`src/design/mm4_pkg.sv`:
```
package mm4_pkg;

   // Field widths of the transaction payloads
   localparam int DATA_W = 32;
   localparam int IDX_W  = 4;
   localparam int PROD_W = 2 * DATA_W;

   // Saturation bounds of a result element
   localparam logic [DATA_W-1:0] SAT_MAX = {1'b0, {(DATA_W-1){1'b1}}};
   localparam logic [DATA_W-1:0] SAT_MIN = {1'b1, {(DATA_W-1){1'b0}}};

   // Commands from the controller to the datapath
   typedef struct packed {
      logic wr_en;     // store one loaded element pair
      logic rd_en;     // read one term of the current dot product
      logic rd_first;  // this term starts a new dot product
      logic emit;      // move the finished sum into the output register
      logic last;      // the emitted element is the final one
   } mm4_cmd_type;

   // Status from the datapath to the controller
   typedef struct packed {
      logic out_free;  // output register is empty or drains this cycle
   } mm4_status_type;

endpackage

```
`src/design/mm4_ctrl.sv`:
```
module mm4_ctrl #(
   parameter int DIM = 4
) (
   input  logic                            clock,
   input  logic                            reset,
   input  logic                            req_valid,
   output logic                            req_ready,
   input  mm4_pkg::mm4_status_type         status,
   output mm4_pkg::mm4_cmd_type            cmd,
   output logic [$clog2(DIM*DIM)-1:0]      wr_addr,
   output logic [$clog2(DIM*DIM)-1:0]      rd_left_addr,
   output logic [$clog2(DIM*DIM)-1:0]      rd_right_addr,
   output logic [$clog2(DIM*DIM)-1:0]      cell_idx
);
   import mm4_pkg::*;

   localparam int CELLS  = DIM * DIM;
   localparam int CELL_W = $clog2(CELLS);
   localparam int DIM_W  = $clog2(DIM);

   typedef enum logic [1:0] {
      ST_LOAD,
      ST_READ,
      ST_DRAIN,
      ST_EMIT
   } state_type;

   state_type          state_ff, state_in;
   logic [CELL_W-1:0]  load_ff, load_in;
   logic [DIM_W-1:0]   row_ff, row_in;
   logic [DIM_W-1:0]   col_ff, col_in;
   logic [DIM_W-1:0]   term_ff, term_in;
   logic               drain_ff, drain_in;
   logic               cell_last;
   logic               wr_fire;

   // Form the store addresses and the element index from the loop counters
   assign wr_addr       = load_ff;
   assign rd_left_addr  = CELL_W'(32'(row_ff) * DIM + 32'(term_ff));
   assign rd_right_addr = CELL_W'(32'(term_ff) * DIM + 32'(col_ff));
   assign cell_idx      = CELL_W'(32'(row_ff) * DIM + 32'(col_ff));
   assign cell_last     = (row_ff == DIM_W'(DIM - 1)) && (col_ff == DIM_W'(DIM - 1));

   assign req_ready = (state_ff == ST_LOAD);
   assign wr_fire   = req_valid && req_ready;

   // Decode commands and the next state
   always_comb begin
      state_in     = state_ff;
      load_in      = load_ff;
      row_in       = row_ff;
      col_in       = col_ff;
      term_in      = term_ff;
      drain_in     = drain_ff;
      cmd          = '0;
      cmd.wr_en    = wr_fire;
      cmd.rd_first = (term_ff == '0);
      cmd.last     = cell_last;
      unique case (state_ff)
         ST_LOAD: begin
            if (wr_fire) begin
               if (load_ff == CELL_W'(CELLS - 1)) begin
                  load_in  = '0;
                  row_in   = '0;
                  col_in   = '0;
                  term_in  = '0;
                  state_in = ST_READ;
               end else begin
                  load_in = load_ff + 1'b1;
               end
            end
         end
         ST_READ: begin
            cmd.rd_en = 1'b1;
            if (term_ff == DIM_W'(DIM - 1)) begin
               drain_in = 1'b0;
               state_in = ST_DRAIN;
            end else begin
               term_in = term_ff + 1'b1;
            end
         end
         ST_DRAIN: begin
            // wait for the read and multiply stages to empty
            drain_in = 1'b1;
            if (drain_ff) begin
               state_in = ST_EMIT;
            end
         end
         ST_EMIT: begin
            if (status.out_free) begin
               cmd.emit = 1'b1;
               term_in  = '0;
               if (cell_last) begin
                  state_in = ST_LOAD;
               end else begin
                  state_in = ST_READ;
                  if (col_ff == DIM_W'(DIM - 1)) begin
                     col_in = '0;
                     row_in = row_ff + 1'b1;
                  end else begin
                     col_in = col_ff + 1'b1;
                  end
               end
            end
         end
         default: begin
            state_in = ST_LOAD;
         end
      endcase
   end

   // Hold state and counters
   always_ff @(posedge clock) begin
      if (reset) begin
         state_ff <= ST_LOAD;
         load_ff  <= '0;
         row_ff   <= '0;
         col_ff   <= '0;
         term_ff  <= '0;
         drain_ff <= 1'b0;
      end else begin
         state_ff <= state_in;
         load_ff  <= load_in;
         row_ff   <= row_in;
         col_ff   <= col_in;
         term_ff  <= term_in;
         drain_ff <= drain_in;
      end
   end

endmodule

```
`src/design/mm4_dpath.sv`:
```
module mm4_dpath #(
   parameter int DIM       = 4,
   parameter int FRAC_BITS = 16
) (
   input  logic                               clock,
   input  logic                               reset,
   input  mm4_pkg::mm4_cmd_type               cmd,
   input  logic [$clog2(DIM*DIM)-1:0]         wr_addr,
   input  logic [$clog2(DIM*DIM)-1:0]         rd_left_addr,
   input  logic [$clog2(DIM*DIM)-1:0]         rd_right_addr,
   input  logic [$clog2(DIM*DIM)-1:0]         cell_idx,
   input  logic signed [mm4_pkg::DATA_W-1:0]  req_left_value,
   input  logic signed [mm4_pkg::DATA_W-1:0]  req_right_value,
   output mm4_pkg::mm4_status_type            status,
   output logic                               rsp_valid,
   input  logic                               rsp_ready,
   output logic signed [mm4_pkg::DATA_W-1:0]  rsp_product_value,
   output logic [mm4_pkg::IDX_W-1:0]          rsp_element_index,
   output logic                               rsp_last
);
   import mm4_pkg::*;

   localparam int CELLS = DIM * DIM;
   localparam int ACC_W = PROD_W + $clog2(DIM);
   localparam int TOP_L = FRAC_BITS + DATA_W - 1;

   logic [DATA_W-1:0]        left_mem  [CELLS];
   logic [DATA_W-1:0]        right_mem [CELLS];
   logic [DATA_W-1:0]        left_q_ff, right_q_ff;
   logic                     rd_valid_ff, rd_first_ff;
   logic signed [PROD_W-1:0] prod_ff, prod_in;
   logic                     prod_valid_ff, prod_first_ff;
   logic signed [ACC_W-1:0]  acc_ff, acc_in, prod_ext;
   logic [ACC_W-1:TOP_L]     acc_top;
   logic [DATA_W-1:0]        sat_value;
   logic                     out_valid_ff;
   logic [DATA_W-1:0]        out_value_ff;
   logic [IDX_W-1:0]         out_index_ff;
   logic                     out_last_ff;

   // Write loaded pairs and read one term per cycle while cmd.rd_en is set
   always_ff @(posedge clock) begin
      if (cmd.wr_en) begin
         left_mem[wr_addr]  <= req_left_value;
         right_mem[wr_addr] <= req_right_value;
      end
      if (cmd.rd_en) begin
         left_q_ff  <= left_mem[rd_left_addr];
         right_q_ff <= right_mem[rd_right_addr];
      end
   end

   // Multiply one term at full width
   assign prod_in = $signed(left_q_ff) * $signed(right_q_ff);

   // Accumulate exactly, restart on the first term
   assign prod_ext = {{(ACC_W - PROD_W){prod_ff[PROD_W-1]}}, prod_ff};
   assign acc_in   = prod_first_ff ? prod_ext : acc_ff + prod_ext;

   always_ff @(posedge clock) begin
      prod_first_ff <= rd_first_ff;
      rd_first_ff   <= cmd.rd_first;
      if (rd_valid_ff) begin
         prod_ff <= prod_in;
      end
      if (prod_valid_ff) begin
         acc_ff <= acc_in;
      end
   end

   // Drop fraction bits by floor and clamp to the output range
   assign acc_top   = acc_ff[ACC_W-1:TOP_L];
   assign sat_value = ((&acc_top) || !(|acc_top)) ? acc_ff[TOP_L:FRAC_BITS]
                    : (acc_ff[ACC_W-1] ? SAT_MIN : SAT_MAX);

   // Hold the result until the receiver takes it
   always_ff @(posedge clock) begin
      if (cmd.emit) begin
         out_value_ff <= sat_value;
         out_index_ff <= IDX_W'(cell_idx);
         out_last_ff  <= cmd.last;
      end
   end

   always_ff @(posedge clock) begin
      if (reset) begin
         rd_valid_ff   <= 1'b0;
         prod_valid_ff <= 1'b0;
         out_valid_ff  <= 1'b0;
      end else begin
         rd_valid_ff   <= cmd.rd_en;
         prod_valid_ff <= rd_valid_ff;
         if (cmd.emit) begin
            out_valid_ff <= 1'b1;
         end else if (rsp_ready) begin
            out_valid_ff <= 1'b0;
         end
      end
   end

   assign status.out_free   = !out_valid_ff || rsp_ready;
   assign rsp_valid         = out_valid_ff;
   assign rsp_product_value = out_value_ff;
   assign rsp_element_index = out_index_ff;
   assign rsp_last          = out_last_ff;

endmodule

```
`src/design/matrix4x4_multiply.sv`:
```
// Fixed-point matrix product, DIM x DIM, signed Q(31-FRAC_BITS).FRAC_BITS.
// Input channel req_*: one transaction per element pair, left and right at
// the same row-major index, sent in index order. Every DIM*DIM-th
// transaction completes a load and starts the product.
// Result channel rsp_*: DIM*DIM transactions in row-major order, each with
// its element index; rsp_last marks the final element.
// Loading accepts one transaction per cycle. Each result element runs DIM
// reads through one shared multiply-accumulate unit, then waits in a drain
// state until the read and multiply stages are empty before it is emitted.
// The single read port of each store and the shared multiplier set the pace.
// req_ready is low while a product is computed; loading of the next pair of
// matrices starts as soon as the final result enters the output register.
// A stalled receiver holds the output register and stops the computation
// before the next element is emitted; nothing is dropped.
// Reset clears the load count and all control state; the stores hold no
// data worth keeping until a full load has been written.
module matrix4x4_multiply #(
   parameter int DIM       = 4,
   parameter int FRAC_BITS = 16
) (
   input  logic                               clock,
   input  logic                               reset,
   input  logic                               req_valid,
   output logic                               req_ready,
   input  logic signed [mm4_pkg::DATA_W-1:0]  req_left_value,
   input  logic signed [mm4_pkg::DATA_W-1:0]  req_right_value,
   output logic                               rsp_valid,
   input  logic                               rsp_ready,
   output logic signed [mm4_pkg::DATA_W-1:0]  rsp_product_value,
   output logic [mm4_pkg::IDX_W-1:0]          rsp_element_index,
   output logic                               rsp_last
);
   import mm4_pkg::*;

   localparam int CELL_W = $clog2(DIM * DIM);

   mm4_cmd_type       cmd;
   mm4_status_type    status;
   logic [CELL_W-1:0] wr_addr;
   logic [CELL_W-1:0] rd_left_addr;
   logic [CELL_W-1:0] rd_right_addr;
   logic [CELL_W-1:0] cell_idx;

   mm4_ctrl #(
      .DIM (DIM)
   ) u_ctrl (
      .clock         (clock),
      .reset         (reset),
      .req_valid     (req_valid),
      .req_ready     (req_ready),
      .status        (status),
      .cmd           (cmd),
      .wr_addr       (wr_addr),
      .rd_left_addr  (rd_left_addr),
      .rd_right_addr (rd_right_addr),
      .cell_idx      (cell_idx)
   );

   mm4_dpath #(
      .DIM       (DIM),
      .FRAC_BITS (FRAC_BITS)
   ) u_dpath (
      .clock             (clock),
      .reset             (reset),
      .cmd               (cmd),
      .wr_addr           (wr_addr),
      .rd_left_addr      (rd_left_addr),
      .rd_right_addr     (rd_right_addr),
      .cell_idx          (cell_idx),
      .req_left_value    (req_left_value),
      .req_right_value   (req_right_value),
      .status            (status),
      .rsp_valid         (rsp_valid),
      .rsp_ready         (rsp_ready),
      .rsp_product_value (rsp_product_value),
      .rsp_element_index (rsp_element_index),
      .rsp_last          (rsp_last)
   );

endmodule

```
`config.mk`:
```
export PLATFORM = sky130hd
export DESIGN_NAME = matrix4x4_multiply
export DESIGN_NICKNAME = d
export VERILOG_FILES = /design/src/design/mm4_pkg.sv /design/src/design/mm4_ctrl.sv /design/src/design/mm4_dpath.sv /design/src/design/matrix4x4_multiply.sv
export SDC_FILE = /design/constraint.sdc
export NUM_CORES = 2
export LEC_CHECK = 0
export BUFFER_PORTS_ARGS = -buffer_cell sky130_fd_sc_hd__buf_2
export CAP_MARGIN = 0
export CORE_ASPECT_RATIO = 1.4
export CORE_MARGIN = 3
export CORE_UTILIZATION = 58
export DETAILED_ROUTE_END_ITERATION = 8
export MAX_ROUTING_LAYER = met4
export PLACE_DENSITY = 0.78
export SLEW_MARGIN = 10
export SYNTH_ARGS = -nofsm -noshare
export SYNTH_HDL_FRONTEND = slang
export SYNTH_SLANG_ARGS = --single-unit
```
`constraint.sdc`:
```
create_clock -name clock -period 9.77 [get_ports clock]
set_input_delay 2.931 -clock clock [delete_from_list [all_inputs] [get_ports clock]]
set_output_delay 2.931 -clock clock [all_outputs]
set_load 0.02 [all_outputs]
```
* Yosys cells after proc, flatten, opt, wreduce, memory -nomap -nowiden *
Memories as Yosys holds them, arrays and structs flattened. A register that Yosys moved wholly into a read port is not among the register bits.
Cells that the tools add are included.
W data, S select, Z words.

word-level totals
  RAM bits = 1024
  memories = 2
  output and inout bits = 39
  word-level logic and storage cells = 95
  bits in registers = 185

operators by class
  muxes and demuxes = 33
  reductions and logical operators = 20
  multipliers = 1
  equality and inequality tests = 15
  $add $sub $neg = 8

memory list
  memory             words  width  rd ports  clocked after Yosys merged registers in  write ports  line             text
  u_dpath.left_mem   16     32     1         1                                        1            mm4_dpath.sv:27  logic [DATA_W-1:0] left_mem [CELLS];
  u_dpath.right_mem  16     32     1         1                                        1            mm4_dpath.sv:28  logic [DATA_W-1:0] right_mem [CELLS];

operators with widths
  kind                   count
  $add A66 B64 Y66       1
  $mux W66               1
  $mul A32 B32 Y64       1
  $mux W32               2
  $mux W2                15
  $reduce_and A19 Y1     1
  $reduce_or A19 Y1      1
  $reduce_and A5 Y1      3
  $add A4 B2 Y4          3
  $eq A2 B2 Y1 const B   5
  $ne A2 B2 Y1 const B   5
  $mux W1                9
  $pmux W2 S2            2
  $pmux W2 S4            1
  $add A2 B1 Y2 const B  3
  $ne A2 B1 Y1 const B   3
  $pmux W2 S3            1
  $reduce_and A6 Y1      1
  $reduce_bool A2 Y1     3
  $add A4 B1 Y4 const B  1
  $eq A4 B4 Y1 const B   1
  $logic_not A2 Y1       2
  $mux W4                1
  $reduce_and A2 Y1      2
  6 further kinds        9

* Logic depth before layout (Yosys ltp) *
  depth in word-level cells = 5
  gate-level depth with buffers = 31
  gate-level depth less buffers = 30

* Modules after synthesis *
A second synthesis with hierarchy kept.

second synthesis, totals
  cells, all modules = 6449
  area total of the unflattened synthesis = 87438.9 µm²

by module, submodules not included
  module     cells an instance  times used  area each (µm²)
  mm4_dpath  6339               1           86514.2
  mm4_ctrl   110                1           924.6

* Worst setup path after synthesis *
OpenSTA, ideal clock, no wires.

  kind = in2reg
  start = input req_valid
  end = memory u_dpath.left_mem[3][0] (enable)
  path buffers = 1
  arrival time = 7.809 ns
  setup time = 0.565 ns
  path slack = 1.396 ns
  stages = 4
  cells stage by stage = and2_1 > clkbuf_1 > nand2_1 > nor3_1

between the ends
  word-level cells in the longest chain between the ends = 3

RTL lines
  element                        line                      text
  from (decl)                    matrix4x4_multiply.sv:23  input logic req_valid,
  $logic_and A1 B1 Y1            mm4_ctrl.sv:45            assign wr_fire = req_valid && req_ready;
  $mux W1                        mm4_dpath.sv:43           if (cmd.wr_en) begin
  $mux W1 (implied by the code)  mm4_dpath.sv:44           left_mem[wr_addr] <= req_left_value;
  to (decl)                      mm4_dpath.sv:27

No other way between the ends.

* Final worst setup path *
  start = register u_dpath.right_q_ff[7], read port of u_dpath.right_mem
  end = register u_dpath.prod_ff[57] (data pin)

between the ends
  word-level cells in the longest chain between the ends = 1

RTL lines
  element                  line             text
  from (decl)              mm4_dpath.sv:29  logic [DATA_W-1:0] left_q_ff, right_q_ff;
  $mul A32 B32 Y64         mm4_dpath.sv:54  assign prod_in = $signed(left_q_ff) * $signed(right_q_ff);
  net u_dpath.prod_in[57]  mm4_dpath.sv:31  logic signed [PROD_W-1:0] prod_ff, prod_in;
  to (signal assigned)     mm4_dpath.sv:64  prod_ff <= prod_in;
  to (decl)                mm4_dpath.sv:31

The timed path passes the listed nets, and every way through them passes these cells.
A chain may end at the register's enable or synchronous reset.

==> results.ini <==
[outcome]
status=finished clean

[floorplanning]
die_y_um=465
rows=167
dieArea_um2=155000
pin_count=107
die_w_um=334
start_util_pct=58.7
core_area_um2=149000

[route]
ant_nets=0
first_iter_violations=4713
firstDrtPassIters=6
vias=52165
vias_per_cell=6.15
drc_errors=0
finalWirelength_um=224000
wire_per_inst_um=26.4

[cts]
post_cts_buffers=0
postCtsHoldBufs=0
cts_max_level=3
clkSinkCount=1273
cts_root_buffer=clkbuf_16
tritoncts=built
cts_buffer_depth=3
cts_buffers=113
clk_latency_ps=790
clkTransAtPathRegs_ps=70
cts.repair.resized=0

[sta]
setup_violations=0
max-slew-margin-rel_pct=13.4
fin_crit_sh_pct=93.4
clock.fmax_ghz=0.110
maxSlewViolCount=0
period_needed_ps=9120
holdWs_ps=487
fin_setup_tns_ps=0
skew_ps=78.7
grt_setup_unrepaired=no
tightestPinTransition_ps=1300
hold_viol_final=0

[finish]
fill_cells=10501
drive_gt1_share_pct=12.0
most-common-layout-cells=edfxtp_1, fa_1, inv_1
area_growth_pct=7.60
nNetsFinal=7834
final_common_cell=edfxtp_1

[global_route]
grt_pass1_vias=57150
grt.met2_usage_pct=51.7
use_met1_pct=34.4
use_met3_pct=5.55
track_usage_pct=30.6
grt_overflow=0
antenna_found_initial=23
grt_most_used_layer=met2
grt_first_pass_wirelength_um=343000
grt_start_max_net_pins=106

[synth]
synthAdderAreaFrac_pct=28.6
ys_async_sr_fraction_pct=0
synth_seq_cells=1273
synth_top_family_by_area=adder cells
ys.flop_type=edfxtp_1
ys_seq_area_share_pct=43.6
synth-simple-area-share_pct=8.28
synth_xor_area_share_pct=1.34
synth_mux_area_share_pct=8.36
synth_compound_area_share_pct=4.04
avgSynthCellArea_um2=13.6
syn_nets=7808
synthDistinctLibCells=81
synth_edf_count=1255
syn_area_um2=87200
ys_warn_count=0
syn_inst=6396

[pwr]
ir_drop_mv=0.207
p_leak_uw=0.0370
power_density_nw_per_um2=114

[setup_path]
crit_type=register to register
worstPathMaxFanout=23
r2r-end=u_dpath.prod_ff[57]
start_kind=register
crit_path_end_kind=register
rr_startpoint=u_dpath.right_q_ff[7]
r2r_cells=25
r2r_setup_slack_ps=650
worst_ep_required_time_ps=10280
arrival_ps=9630

[placement]
dp_hpwl_um=151000
io_buffers=106
gp_congestion=0.992

[hold_path]
hold_class=register to register
hold_end=u_dpath.prod_first_ff
holdCritStartpoint=u_dpath.rd_first_ff
holdPathStages=0

[run]
drv_cap=0

## layout make-up
cell class | instances | area [µm²] | share of cell area, %
multi-input cells | 3799 | 44300 | 47.2
flip-flops and latches | 1273 | 38100 | 40.6
inverters | 995 | 3730 | 3.98
clock buffers | 129 | 2890 | 3.08
well taps | 1943 | 2430 | 2.59
repair buffers | 240 | 1570 | 1.68
clock inverters | 72 | 783 | 0.835
diodes | 26 | 65.1 | 0.0693
## per-layer routing
| metal | vias up | routed length [µm] |
|---|---|---|
| met5 | - | 0 |
| met4 | 0 | 14700 |
| met3 | 881 | 17300 |
| met2 | 2740 | 116000 |
| met1 | 27037 | 75800 |
| li1 | 21507 | - |
## where the power goes
part	internal, µW	total [µW]	switching (µW)
sequential	6040	6060	17.7
clock	2380	4460	2080
combinational	57.7	200	143
total	8480	10700	2240
## registers in the layout, summed over array words and instances (netlist names), 2 cells and up
signal / cells
u_ctrl.col_ff: 2
u_dpath.left_mem: 512
u_ctrl.row_ff: 2
u_ctrl.term_ff: 2
u_dpath.rsp_element_index: 4
u_ctrl.wr_addr: 4
u_dpath.rsp_product_value: 32
u_ctrl.state_ff: 2
u_dpath.acc_ff: 66
u_dpath.right_q_ff: 32
u_dpath.right_mem: 512
u_dpath.left_q_ff: 32
u_dpath.prod_ff: 64
## critical path: stages (launching register included)
cell	delay (ps)
edfxtp_1	1080
and2_1	260
fa_1	410
inv_1	260
fa_1	610
fa_1	590
inv_1	70
fa_1	500
buf_4	210
inv_1	260
fa_1	560
inv_1	50
fa_1	480
fa_1	490
inv_1	50
fa_1	490
inv_1	50
ha_1	430
nand4_1	300
nor4_1	240
o21ai_0	400
nand2_1	180
o22ai_1	130
o21ai_2	280
nor4bb_1	90
or3_1	380
## per-stage QoR
step           util (%)  cells  setup WS, ps  total power, µW  cell area (µm²)
3_5_place_dp       60.6   8250           739             6370            90100
5_1_grt            63.2   8474           244            11000            93800
3_3_place_gp       60.6   8250           810             6350            90100
2_1_floorplan         -   6396          1400             6250            87200
4_1_cts            63.1   8451           753            10800            93800
6_report           63.2   8477           648            10700            93800
## synthesized netlist by cell type, types with 39 or more instances
library cell	n	area, µm²
a21o_1	118	886
a21oi_1	140	701
and2_1	520	3250
clkbuf_1	288	1080
edfxtp_1	1255	37700
fa_1	1083	21700
ha_1	261	3270
inv_1	994	3730
mux4_2	320	7210
nand2_1	635	2380
nand4_1	39	244
nor2_1	104	390
o21ai_0	121	606
xnor2_1	81	709
xor2_1	52	455
## cells by family after synthesis
logic type	Yosys count
AOI/OAI and AO/OA	542
xor gates and xnor gates	133
adders and majority gates	1344
buffers and inverters	1324
DFF	1273
muxes	328
and+or+nand+nor	1452
## worst max-delay path by stage
stage | start | to | slack, ps | depth (start not counted)
4_1_cts | u_dpath.right_q_ff[7] | u_dpath.prod_ff[57] | 750 | 25
3_5_place_dp | u_dpath.right_q_ff[7] | u_dpath.prod_ff[57] | 740 | 25
2_1_floorplan | req_valid | u_dpath.left_mem[3][0] | 1400 | 4
3_3_place_gp | u_dpath.right_q_ff[7] | u_dpath.prod_ff[57] | 810 | 25
6_report | u_dpath.right_q_ff[7] | u_dpath.prod_ff[57] | 650 | 25
5_1_grt | u_dpath.right_q_ff[7] | u_dpath.prod_ff[57] | 240 | 25
No activity file was read; power rests on OpenSTA's default activity.
